$ cat src/mhb_pkg.sv
// mhb_pkg: shared constants, payload types and control structs of the max heap builder.
// No dependencies; every other file except mhb_ram refers to it by scoped names.
package mhb_pkg;

    localparam int DEPTH = 64;
    localparam int IDX_W = $clog2(DEPTH);
    localparam int CNT_W = $clog2(DEPTH + 1);
    // child index of any stored node, up to 2*DEPTH
    localparam int CH_W  = IDX_W + 2;
    localparam int VAL_W = 32;

    typedef struct packed {
        logic signed [VAL_W-1:0] in_value;
        logic                    in_last;
    } in_item_t;

    typedef struct packed {
        logic signed [VAL_W-1:0] out_value;
        logic                    out_last;
        logic                    out_overflow;
    } out_item_t;

    // controller to datapath
    typedef struct packed {
        logic load;        // store the accepted item or flag a drop
        logic start_sift;  // k = n/2 - 1, node = k
        logic fetch;       // read store at node
        logic latch_cur;   // capture the value being sifted
        logic rd_left;     // read left child
        logic cmp_left;    // pick between sifted value and left child
        logic rd_right;    // read right child
        logic cmp_right;   // pick between best so far and right child
        logic place;       // write sifted value at node
        logic move;        // write winning child at node, descend
        logic next_node;   // k = k - 1, node = k - 1
        logic emit_start;  // emit index = 0
        logic emit_rd;     // read store at emit index
        logic emit_load;   // fill output register, advance emit index
        logic clear;       // empty the store
    } cmd_t;

    // datapath to controller
    typedef struct packed {
        logic sift_none;    // array after this item has no internal node
        logic left_ok;      // left child of node lies inside the array
        logic right_ok;     // right child of node lies inside the array
        logic best_is_node; // no child beat the sifted value
        logic k_zero;       // root sift is the current one
        logic emit_last;    // emit index is the last element
        logic out_free;     // output register can take an item this cycle
    } status_t;

endpackage

$ cat src/mhb_ram.sv
// mhb_ram: generic one-write, one-read memory with registered read data.
// No dependencies.
module mhb_ram #(
    parameter int WIDTH = 32,
    parameter int DEPTH = 64
) (
    input  logic                     clk,
    input  logic                     we,
    input  logic [$clog2(DEPTH)-1:0] waddr,
    input  logic [WIDTH-1:0]         wdata,
    input  logic                     re,
    input  logic [$clog2(DEPTH)-1:0] raddr,
    output logic [WIDTH-1:0]         rdata
);

    logic [WIDTH-1:0] mem [DEPTH];
    logic [WIDTH-1:0] rdata_reg;

    always_ff @(posedge clk)
    begin
        if (we)
        begin
            mem[waddr] <= wdata;
        end
        if (re)
        begin
            rdata_reg <= mem[raddr];
        end
    end

    assign rdata = rdata_reg;

endmodule

$ cat src/mhb_ctrl.sv
// mhb_ctrl: state machine sequencing load, sift down and emit of the heap builder.
// Depends on mhb_pkg.
module mhb_ctrl (
    input  logic             clk,
    input  logic             rst_n,
    input  logic             in_valid,
    input  logic             in_last,
    output logic             in_ready,
    input  mhb_pkg::status_t status,
    output mhb_pkg::cmd_t    cmd
);

    typedef enum logic [8:0] {
        S_LOAD    = 9'b000000001,
        S_FETCH   = 9'b000000010,
        S_LATCH   = 9'b000000100,
        S_CHILD   = 9'b000001000,
        S_LEFT    = 9'b000010000,
        S_RIGHT   = 9'b000100000,
        S_CHK     = 9'b001000000,
        S_EMIT_RD = 9'b010000000,
        S_EMIT_LD = 9'b100000000
    } state_t;

    state_t state_reg;
    state_t state_next;
    logic   accept;

    assign in_ready = (state_reg == S_LOAD);
    assign accept   = in_valid && in_ready;

    always_ff @(posedge clk or negedge rst_n)
    begin
        if (!rst_n)
        begin
            state_reg <= S_LOAD;
        end
        else
        begin
            state_reg <= state_next;
        end
    end

    always_comb
    begin
        cmd        = '0;
        state_next = state_reg;
        unique case (state_reg)
            S_LOAD:
            begin
                if (accept)
                begin
                    cmd.load = 1'b1;
                    if (in_last)
                    begin
                        if (status.sift_none)
                        begin
                            cmd.emit_start = 1'b1;
                            state_next     = S_EMIT_RD;
                        end
                        else
                        begin
                            cmd.start_sift = 1'b1;
                            state_next     = S_FETCH;
                        end
                    end
                end
            end
            S_FETCH:
            begin
                cmd.fetch  = 1'b1;
                state_next = S_LATCH;
            end
            S_LATCH:
            begin
                cmd.latch_cur = 1'b1;
                state_next    = S_CHILD;
            end
            S_CHILD:
            begin
                if (status.left_ok)
                begin
                    cmd.rd_left = 1'b1;
                    state_next  = S_LEFT;
                end
                else
                begin
                    cmd.place = 1'b1;
                    if (status.k_zero)
                    begin
                        cmd.emit_start = 1'b1;
                        state_next     = S_EMIT_RD;
                    end
                    else
                    begin
                        cmd.next_node = 1'b1;
                        state_next    = S_FETCH;
                    end
                end
            end
            S_LEFT:
            begin
                cmd.cmp_left = 1'b1;
                if (status.right_ok)
                begin
                    cmd.rd_right = 1'b1;
                    state_next   = S_RIGHT;
                end
                else
                begin
                    state_next = S_CHK;
                end
            end
            S_RIGHT:
            begin
                cmd.cmp_right = 1'b1;
                state_next    = S_CHK;
            end
            S_CHK:
            begin
                if (status.best_is_node)
                begin
                    cmd.place = 1'b1;
                    if (status.k_zero)
                    begin
                        cmd.emit_start = 1'b1;
                        state_next     = S_EMIT_RD;
                    end
                    else
                    begin
                        cmd.next_node = 1'b1;
                        state_next    = S_FETCH;
                    end
                end
                else
                begin
                    cmd.move   = 1'b1;
                    state_next = S_CHILD;
                end
            end
            S_EMIT_RD:
            begin
                cmd.emit_rd = 1'b1;
                state_next  = S_EMIT_LD;
            end
            S_EMIT_LD:
            begin
                if (status.out_free)
                begin
                    cmd.emit_load = 1'b1;
                    if (status.emit_last)
                    begin
                        cmd.clear  = 1'b1;
                        state_next = S_LOAD;
                    end
                    else
                    begin
                        state_next = S_EMIT_RD;
                    end
                end
            end
            default:
            begin
                state_next = S_LOAD;
            end
        endcase
    end

endmodule

$ cat src/mhb_dp.sv
// mhb_dp: element store, sift registers, counters and output register of the heap builder.
// Depends on mhb_pkg and mhb_ram.
module mhb_dp (
    input  logic               clk,
    input  logic               rst_n,
    input  mhb_pkg::cmd_t      cmd,
    output mhb_pkg::status_t   status,
    input  mhb_pkg::in_item_t  in_data,
    output logic               out_valid,
    input  logic               out_ready,
    output mhb_pkg::out_item_t out_data
);

    logic [mhb_pkg::CNT_W-1:0]        count_reg;
    logic                             dropped_reg;
    logic [mhb_pkg::IDX_W-1:0]        k_reg;
    logic [mhb_pkg::IDX_W-1:0]        node_reg;
    logic [mhb_pkg::IDX_W-1:0]        emit_idx_reg;
    logic [mhb_pkg::IDX_W-1:0]        best_idx_reg;
    logic signed [mhb_pkg::VAL_W-1:0] cur_reg;
    logic signed [mhb_pkg::VAL_W-1:0] best_val_reg;
    logic                             out_valid_reg;
    mhb_pkg::out_item_t               out_data_reg;

    logic                             full;
    logic [mhb_pkg::CNT_W-1:0]        n_after;
    logic [mhb_pkg::CNT_W-1:0]        k_start;
    logic [mhb_pkg::CH_W-1:0]         left;
    logic [mhb_pkg::CH_W-1:0]         right;
    logic [mhb_pkg::CH_W-1:0]         n_ext;
    logic signed [mhb_pkg::VAL_W-1:0] rd_val;
    logic [mhb_pkg::VAL_W-1:0]        rdata;

    logic                             we;
    logic [mhb_pkg::IDX_W-1:0]        waddr;
    logic [mhb_pkg::VAL_W-1:0]        wdata;
    logic                             re;
    logic [mhb_pkg::IDX_W-1:0]        raddr;

    assign full    = (count_reg == mhb_pkg::CNT_W'(mhb_pkg::DEPTH));
    assign n_after = full ? count_reg : count_reg + 1'b1;
    assign k_start = (n_after >> 1) - 1'b1;
    assign left    = {1'b0, node_reg, 1'b1};
    assign right   = left + 1'b1;
    assign n_ext   = mhb_pkg::CH_W'(count_reg);
    assign rd_val  = $signed(rdata);

    assign status.sift_none    = ((n_after >> 1) == '0);
    assign status.left_ok      = (left < n_ext);
    assign status.right_ok     = (right < n_ext);
    assign status.best_is_node = (best_idx_reg == node_reg);
    assign status.k_zero       = (k_reg == '0);
    assign status.emit_last    = ((mhb_pkg::CNT_W'(emit_idx_reg) + 1'b1) == count_reg);
    assign status.out_free     = !out_valid_reg || out_ready;

    // write port: load, final placement of the sifted value, or a child moving up
    always_comb
    begin
        we    = 1'b0;
        waddr = node_reg;
        wdata = cur_reg;
        if (cmd.load)
        begin
            we    = !full;
            waddr = count_reg[mhb_pkg::IDX_W-1:0];
            wdata = in_data.in_value;
        end
        else if (cmd.move)
        begin
            we    = 1'b1;
            wdata = best_val_reg;
        end
        else if (cmd.place)
        begin
            we = 1'b1;
        end
    end

    // read port
    always_comb
    begin
        re    = cmd.fetch || cmd.rd_left || cmd.rd_right || cmd.emit_rd;
        raddr = node_reg;
        if (cmd.rd_left)
        begin
            raddr = left[mhb_pkg::IDX_W-1:0];
        end
        else if (cmd.rd_right)
        begin
            raddr = right[mhb_pkg::IDX_W-1:0];
        end
        else if (cmd.emit_rd)
        begin
            raddr = emit_idx_reg;
        end
    end

    mhb_ram #(
        .WIDTH (mhb_pkg::VAL_W),
        .DEPTH (mhb_pkg::DEPTH)
    ) u_store (
        .clk   (clk),
        .we    (we),
        .waddr (waddr),
        .wdata (wdata),
        .re    (re),
        .raddr (raddr),
        .rdata (rdata)
    );

    // control state
    always_ff @(posedge clk or negedge rst_n)
    begin
        if (!rst_n)
        begin
            count_reg     <= '0;
            dropped_reg   <= 1'b0;
            out_valid_reg <= 1'b0;
        end
        else
        begin
            if (cmd.load)
            begin
                count_reg <= n_after;
                if (full)
                begin
                    dropped_reg <= 1'b1;
                end
            end
            if (cmd.clear)
            begin
                count_reg   <= '0;
                dropped_reg <= 1'b0;
            end
            if (cmd.emit_load)
            begin
                out_valid_reg <= 1'b1;
            end
            else if (out_ready)
            begin
                out_valid_reg <= 1'b0;
            end
        end
    end

    // sift and emit payload
    always_ff @(posedge clk)
    begin
        if (cmd.start_sift)
        begin
            k_reg    <= k_start[mhb_pkg::IDX_W-1:0];
            node_reg <= k_start[mhb_pkg::IDX_W-1:0];
        end
        if (cmd.next_node)
        begin
            k_reg    <= k_reg - 1'b1;
            node_reg <= k_reg - 1'b1;
        end
        if (cmd.move)
        begin
            node_reg <= best_idx_reg;
        end
        if (cmd.latch_cur)
        begin
            cur_reg <= rd_val;
        end
        if (cmd.cmp_left)
        begin
            if (rd_val > cur_reg)
            begin
                best_val_reg <= rd_val;
                best_idx_reg <= left[mhb_pkg::IDX_W-1:0];
            end
            else
            begin
                best_val_reg <= cur_reg;
                best_idx_reg <= node_reg;
            end
        end
        if (cmd.cmp_right && (rd_val > best_val_reg))
        begin
            best_val_reg <= rd_val;
            best_idx_reg <= right[mhb_pkg::IDX_W-1:0];
        end
        if (cmd.emit_start)
        begin
            emit_idx_reg <= '0;
        end
        if (cmd.emit_load)
        begin
            emit_idx_reg              <= emit_idx_reg + 1'b1;
            out_data_reg.out_value    <= rd_val;
            out_data_reg.out_last     <= status.emit_last;
            out_data_reg.out_overflow <= dropped_reg;
        end
    end

    assign out_valid = out_valid_reg;
    assign out_data  = out_data_reg;

endmodule

$ cat src/max_heap_builder.sv
// max_heap_builder: top level, bottom-up max heap construction over a 64-entry store.
// Depends on mhb_pkg, mhb_ctrl, mhb_dp (which holds mhb_ram).
//
//   channel | signals                      | payload type
//   --------+------------------------------+---------------------
//   input   | in_valid, in_ready, in_data  | mhb_pkg::in_item_t
//   output  | out_valid, out_ready, out_data | mhb_pkg::out_item_t
//
// Loading takes one item per cycle; the item with in_last starts the build. Each
// internal node from n/2-1 down to 0 is fetched and latched, then sifted one level
// at a time over the single read port: compare the left child, then the right one
// if present, then move the winner up or place the value. Emit reads each result
// through the registered read and loads it when the output register is free.
// After reset the block is empty and takes items at once. A stalled output holds
// its result in the output register; the last may wait there while the next array loads.
module max_heap_builder (
    input  logic               clk,
    input  logic               rst_n,
    input  logic               in_valid,
    output logic               in_ready,
    input  mhb_pkg::in_item_t  in_data,
    output logic               out_valid,
    input  logic               out_ready,
    output mhb_pkg::out_item_t out_data
);

    mhb_pkg::cmd_t    cmd;
    mhb_pkg::status_t status;

    // sequence load, sift and emit
    mhb_ctrl u_ctrl (
        .clk      (clk),
        .rst_n    (rst_n),
        .in_valid (in_valid),
        .in_last  (in_data.in_last),
        .in_ready (in_ready),
        .status   (status),
        .cmd      (cmd)
    );

    // hold the store, the sift registers and the output register
    mhb_dp u_dp (
        .clk       (clk),
        .rst_n     (rst_n),
        .cmd       (cmd),
        .status    (status),
        .in_data   (in_data),
        .out_valid (out_valid),
        .out_ready (out_ready),
        .out_data  (out_data)
    );

endmodule

$ cat config.mk
export PLATFORM = sky130hd
export DESIGN_NAME = max_heap_builder
export DESIGN_NICKNAME = d
export VERILOG_FILES = /design/src/mhb_pkg.sv /design/src/mhb_ram.sv /design/src/mhb_ctrl.sv /design/src/mhb_dp.sv /design/src/max_heap_builder.sv
export SDC_FILE = /design/constraint.sdc
export NUM_CORES = 2
export LEC_CHECK = 0
export BUFFER_PORTS_ARGS = -buffer_cell sky130_fd_sc_hd__buf_2
export CAP_MARGIN = 40
export CELL_PAD_IN_SITES_DETAIL_PLACEMENT = 0
export CELL_PAD_IN_SITES_GLOBAL_PLACEMENT = 1
export CORE_UTILIZATION = 30
export CTS_BUF_LIST = sky130_fd_sc_hd__clkbuf_16
export CTS_CLUSTER_DIAMETER = 100
export CTS_CLUSTER_SIZE = 24
export DETAILED_ROUTE_END_ITERATION = 10
export HOLD_SLACK_MARGIN = 0.02
export MAX_ROUTING_LAYER = met4
export PLACE_DENSITY = 0.47
export SYNTH_ARGS = -nofsm -noshare
export SYNTH_HDL_FRONTEND = slang
export SYNTH_SLANG_ARGS = --single-unit
$ cat constraint.sdc
create_clock -name clk -period 7 [get_ports clk]
set_clock_uncertainty 0.1 [all_clocks]
set_input_delay 1.4 -clock clk [delete_from_list [all_inputs] [get_ports clk]]
set_output_delay 1.4 -clock clk [all_outputs]
set_load 0.01 [all_outputs]
-- Word-level counts from Yosys, hierarchy flattened
Memories as Yosys holds them, arrays and structs flattened. A register that Yosys moved wholly into a read port is not among the register bits.
Index checks and enable logic that the tools add are counted.
- register bits: 140
- latch bits: 0
- bits in writable memories: 2048
- bits in read-only memories: 0
- input port bits: 37
- output and inout port bits: 36
- word-level logic and storage cells: 130
- memories kept: 1
- memory list (name ; words ; bits a word ; read ports ; clocked after Yosys merged registers in ; write ports ; RTL line ; RTL):
    u_dp.u_store.mem ; 64 ; 32 ; 1 ; 1 ; 1 ; mhb_ram.sv:16 ; logic [WIDTH-1:0] mem [DEPTH];
- add/sub/neg operators: 6
- multipliers: 0
- div/mod/pow operators: 0
- magnitude comparators: 4
- equality and inequality tests: 16
- shift operators: 0
- muxes and demuxes: 69
- bitwise gates (word level): 0
- reductions and logical operators: 20
- operators by type and width (cell ; number):
    $mux W32 ; 5
    $pmux W9 S9 ; 1
    $mux W6 ; 12
    $gt A32 B32 Y1 ; 2
    $mux W9 ; 5
    $mux W1 ; 29
    $mux W7 ; 4
    $mux W8 ; 3
    $mux W2 ; 7
    $reduce_bool A2 Y1 ; 6
    $sub A6 B1 Y6 const B ; 2
    $eq A9 B1 Y1 const B ; 1
    $eq A9 B2 Y1 const B ; 1
    $eq A9 B3 Y1 const B ; 1
    $eq A9 B4 Y1 const B ; 1
    $eq A9 B5 Y1 const B ; 1
    $eq A9 B6 Y1 const B ; 1
    $eq A9 B7 Y1 const B ; 1
    $eq A9 B8 Y1 const B ; 1
    $eq A9 B9 Y1 const B ; 1
    $add A7 B1 Y8 const B ; 1
    $lt A8 B7 Y1 ; 1
    $ne A2 B2 Y1 const B ; 4
    $add A6 B1 Y7 const B ; 1
    other kinds (16) ; 23

-- Logic depth before layout (Yosys ltp)
- depth after elaboration: 10
- mapped depth: 22

-- Hierarchy
Synthesis repeated with hierarchy kept, for this count alone.
- cell total of the unflattened synthesis: 4129
- area total of the unflattened synthesis: 87781.7 µm²
- modules (own cells, without submodules) (module ; times used ; cells each ; area each (µm²) ; seq. area each (µm²)):
    mhb_ram ; 1 ; 3324 ; 78835.6 ; 62459.9
    mhb_dp ; 1 ; 732 ; 8239.2 ; 3888.7
    mhb_ctrl ; 1 ; 73 ; 706.9 ; 226.5

-- Worst setup path before layout
Ideal clock, no wire load.
- path kind: in2reg
- start point: input port in_valid
- end point: memory u_dp.u_store.mem[0][0] (data pin)
- library setup time: 0.702 ns
- arrival time: 4.533 ns
- data required time: 6.198 ns
- slack: 1.666 ns
- stages on the path: 4
- cells stage by stage: and2_0 > clkbuf_1 > clkbuf_1 > o21ai_0
- longest elaborated chain between the ends: 4
- ends and longest elaborated chain (item ; RTL line ; RTL):
    start: declaration ; max_heap_builder.sv:19 ; input logic in_valid,
    $logic_and A1 B1 Y1 ; mhb_ctrl.sv:30 ; assign accept = in_valid && in_ready;
    $mux W2 ; mhb_ctrl.sv:51 ; if (accept)
    $mux W2 ; mhb_ctrl.sv:48 ; unique case (state_reg)
    $mux W32 ; mhb_dp.sv:62 ; if (cmd.load)
    via u_dp.u_store.wdata[0] ; mhb_ram.sv:10 ; input logic [WIDTH-1:0] wdata,
    end: declaration ; mhb_ram.sv:16 ;
The timed path passes the listed nets, and every way through them passes these cells.

-- Worst setup path in the final report
- start point: register u_dp.node_reg[0] in the netlist's numbering
- end point: register u_dp.u_store.rdata_reg[28], in the netlist u_dp.u_store.rdata[28] (read register of u_dp.u_store.mem) (data pin)
- longest elaborated chain between the ends: 6
- elaborated cells on any way between the ends: 13
- those cells by class: add/sub (1); order compare (2); mux (7); reduce/logical (3)
- ends and longest elaborated chain (item ; RTL line ; RTL):
    start: declaration ; mhb_dp.sv:17 ; logic [mhb_pkg::IDX_W-1:0] node_reg;
    start signal: assignment ; mhb_dp.sv:152 ; node_reg <= k_start[mhb_pkg::IDX_W-1:0];
    start signal: assignment ; mhb_dp.sv:157 ; node_reg <= k_reg - 1'b1;
    start signal: assignment ; mhb_dp.sv:161 ; node_reg <= best_idx_reg;
    $add A7 B1 Y8 or $lt A7 B7 Y1 (tied branches) ; mhb_dp.sv:44, mhb_dp.sv:49 ;
    $lt A8 B7 Y1 or $mux W1 (tied branches) ; mhb_dp.sv:50, mhb_ctrl.sv:81 ;
    $mux W1, on equally long branches ; mhb_ctrl.sv:104, mhb_ctrl.sv:48 ;
    $mux W2 or $logic_or A1 B1 Y1 (tied branches) ; mhb_ctrl.sv:48, mhb_dp.sv:82 ;
    $mux W6 or $logic_or A1 B1 Y1 (tied branches) ; mhb_dp.sv:88, mhb_dp.sv:82 ;
    $mux W6 or $logic_or A1 B1 Y1 (tied branches) ; mhb_dp.sv:84, mhb_dp.sv:82 ;
    end: declaration ; mhb_ram.sv:17 ; logic [WIDTH-1:0] rdata_reg;
Parallel ways exist; a longest one is shown, timed or not.
A chain may end at the register's enable or synchronous reset.

==> impl_summary.log <==
INFO  metric final_design_area_no_fill = between 100,000 and 150,000 sq um
INFO  metric cts_tree = built
INFO  metric max-cap-violations = 0
INFO  metric synth_most_common_cell = edfxtp_1
INFO  metric place_ws = 696 ps
INFO  metric worst_setup_path_start_kind = flop
INFO  metric critical_path_class = flop to flop
INFO  metric timing_max_transition_violations_final = 0
INFO  metric clock-sinks = 2,220
INFO  metric hold_path.class = flop to flop
INFO  metric postCtsResizedCells = 0
INFO  metric timing.critical_path.fanout_max = 70
INFO  metric die_y = 549 um
INFO  metric timing.final.crit_period = 6060 ps
INFO  metric final_net_count = roughly 6,200
INFO  metric setup_slack = approximately 940 ps
INFO  metric layout.area.seq = 66,600 sq um
INFO  metric clock_path_buffers = 3
INFO  metric highest-signal-layer = met4
INFO  metric routed_wire_length_per_instance = a little over 30 um
INFO  metric netlist.area_leader.share = 0.738
INFO  metric first_global_vias = 51,000
INFO  metric globalRoute.totalOverflow = 0
INFO  metric relative_slew_slack = 0.359
INFO  metric rsz0062_at_grt = no
INFO  metric wirelength = ~300,000 um
INFO  metric groute.usage.overall = 0.206
INFO  metric numPortBuffers = 72
INFO  metric total_leakage_power = 0.0334 uW
INFO  metric number_of_buffers_added_for_setup_after_cts = 0
INFO  metric synth_cells = 5,919
INFO  metric count_of_final_hold_check_violations = 0
INFO  metric rd_place_congestion = 0.807
INFO  metric hpwl_dp = 192,000 um
INFO  metric largest_register_ff_count = 2,048
INFO  metric synth_top_flop_cell = edfxtp_1
INFO  metric crit_required = 7500 ps
INFO  metric postSynthNetCount = 6,038
INFO  metric synth.avg_cell_area = around 15 sq um
INFO  metric worst_r2r_setup_slack = 940 ps
INFO  metric core_region_area = 297,000 sq um
INFO  metric postPlaceCellArea = between 90,000 and 100,000 sq um
INFO  metric post-route-period-util = 0.866
INFO  metric antenna_violations_before_repair = 23
INFO  metric route.detailed.vias_per_inst = 5.15
INFO  metric cts-root-buf = clkbuf_16
INFO  metric synth-warning-count = 0
INFO  metric die_width = 549 um
INFO  metric drive_gt1_frac = 0.150
INFO  metric route.met2.wl = 149,000 um
INFO  metric cts.clk_slew.worst_paths = 100 ps
INFO  metric dieArea = about 300,000 sq um
INFO  metric yosys.cell_types.count = 73
INFO  metric area.growth.synth_to_final = 13.2%
INFO  metric synthArstFlopShare = 0.00811
INFO  metric run_status = finished clean
INFO  metric cts_inserted_buffers = 114
INFO  metric filler_cell_count = 28,500
INFO  metric global_route_wire_length_before_repair = 424,000 um
INFO  metric htree_levels = 3
INFO  metric multi_input_area = between 20,000 and 25,000 sq um
INFO  metric fmax = approximately 170 MHz
INFO  metric io_pins = 73
INFO  metric wl_on_met1 = 139,000 um
INFO  metric hold_buffers = 0
INFO  metric final_antenna_net_count = 0
INFO  metric std_cell_rows = 200
INFO  metric dr_total_vias = 52,000
INFO  metric met3_wirelength = 11,800 um
INFO  metric cp-end-kind = flop
INFO  metric vdd_drop_max = 0.212 mV
INFO  metric pin_slew_with_the_least_headroom_to_its_limit = 961 ps
INFO  metric synth_enable_flop_cells = 2,202
INFO  metric crit_arrival = 6560 ps
INFO  metric yosys_register_bits = around 2,200
INFO  metric mappedNetlistArea = 89,600 sq um
INFO  metric top_cells_by_area_in_the_synthesized_netlist = edfxtp_1 74%, nand2_1 5.2%, mux4_2 4.0%, nand3_1 2.4%, mux2i_1 1.8%
INFO  metric power_per_unit_of_standard_cell_area = 313 nW/um^2
INFO  metric floorplan.initialDensity = 0.302
INFO  metric setup-tns-final = 0 ps
INFO  metric maximum_number_of_pins_on_one_net_before_global_route_repair = 108
INFO  metric dr.pass1.iters = 5
INFO  metric synth_largest_area_cell = edfxtp_1
INFO  metric seq_area_frac_synth = 0.743
INFO  metric commonest_cells_in_the_netlist = 2,202 x edfxtp_1, 1,231 x nand2_1, 424 x nand3_1
INFO  metric setup_viol = 0
INFO  metric route.detailed.drc = 0
INFO  metric final_core_util = 0.342
INFO  metric clk-insertion-delay-late = 830 ps
INFO  metric drt-initial-drc-count = 5,520
-- placed cells by master, fill, tap and decap left out, types with 14 or more instances in the layout --
| cell | instances |
|---|---|
| edfxtp_1 | 2202 |
| nand2_1 | 1230 |
| nand3_1 | 421 |
| buf_4 | 244 |
| a21oi_1 | 177 |
| mux4_2 | 160 |
| mux2i_1 | 158 |
| and3_1 | 121 |
| clkbuf_16 | 115 |
| nor2_1 | 91 |
| inv_1 | 89 |
| a31oi_1 | 85 |
| ha_1 | 82 |
| buf_2 | 76 |
| nor2_4 | 68 |
| a32oi_1 | 66 |
| a311oi_1 | 55 |
| buf_12 | 46 |
| nand4_1 | 43 |
| mux2_2 | 43 |
| o21ai_0 | 42 |
| a221oi_1 | 36 |
| o221ai_1 | 35 |
| o21ai_4 | 34 |
| o211ai_1 | 29 |
| buf_16 | 27 |
| a211oi_1 | 22 |
| xnor2_1 | 22 |
| a21o_1 | 19 |
| nor3_1 | 18 |
| dfrtp_1 | 17 |
| xor2_1 | 15 |
| a211o_1 | 15 |
| o22ai_1 | 14 |
| a22oi_1 | 14 |
| nor4b_2 | 14 |
-- worst paths after layout --
path	to	from	cells past startpoint
max in group asynchronous	u_ctrl.state_reg[0]	rst_n	1
worst min-delay path	u_dp.out_data[0]	u_dp.dropped_reg	0
min in group asynchronous	u_dp.dropped_reg	rst_n	1
worst min register to register	u_dp.out_data[0]	u_dp.dropped_reg	0
worst max-delay path	u_dp.u_store.rdata[28]	u_dp.node_reg[0]	19
worst max register to register	u_dp.u_store.rdata[28]	u_dp.node_reg[0]	19
-- power by group --
part | total (uW) | switching, uW | leakage [uW] | internal (uW)
combinational | 8540 | 5930 | 0.0116 | 2610
sequential | 15400 | 149 | 0.0201 | 15300
clock | 7820 | 4560 | 0.00174 | 3260
-- per-layer routing --
layer / track usage / up-vias
met3: 0.0191 / 229
li1: - / 22900
met2: 0.339 / 1221
met5: - / -
met4: 0.0346 / 0
met1: 0.280 / 27700
-- final cells by class --
type                    count  share of cell area
multi-input cells        3267               0.218
clock inverters            62             0.00651
inverters                  84             0.00311
well taps                3939              0.0486
clock buffers             115              0.0284
flip-flops and latches   2220               0.656
repair buffers            402              0.0395
diodes                     13            0.000321
-- critical path: stages (launching register included) --
cell and delay, ps:
edfxtp_1 370, buf_4 330, nand3_1 180, nor2_1 170, xor2_1 170, ha_1 270
nor2b_1 150, or4_4 510, or2_1 330, buf_8 200, inv_2 60, o21ai_1 120
o21ai_4 280, buf_12 250, buf_12 410, mux4_2 380, and3_1 190, a221oi_1 420
o211ai_1 460, and3_1 350
-- logic make-up after synthesis --
kind of cell,synth area share
compound gates,0.0545
simple gates,0.101
xor+xnor,0.00362
buf+inv,0.0223
mux,0.0639
fa+ha+maj,0.0114
flops,0.743
-- through the flow --
stage               hold WS [ps]  power, uW  cells
global route                 382      33000  10100
finish                       358      31800  10100
detailed placement           332      24400   9911
CTS                          357      32100  10100
floorplan                    326      20400   5919
global placement             335      24200   9856
Power figures use the tool's default switching activity.
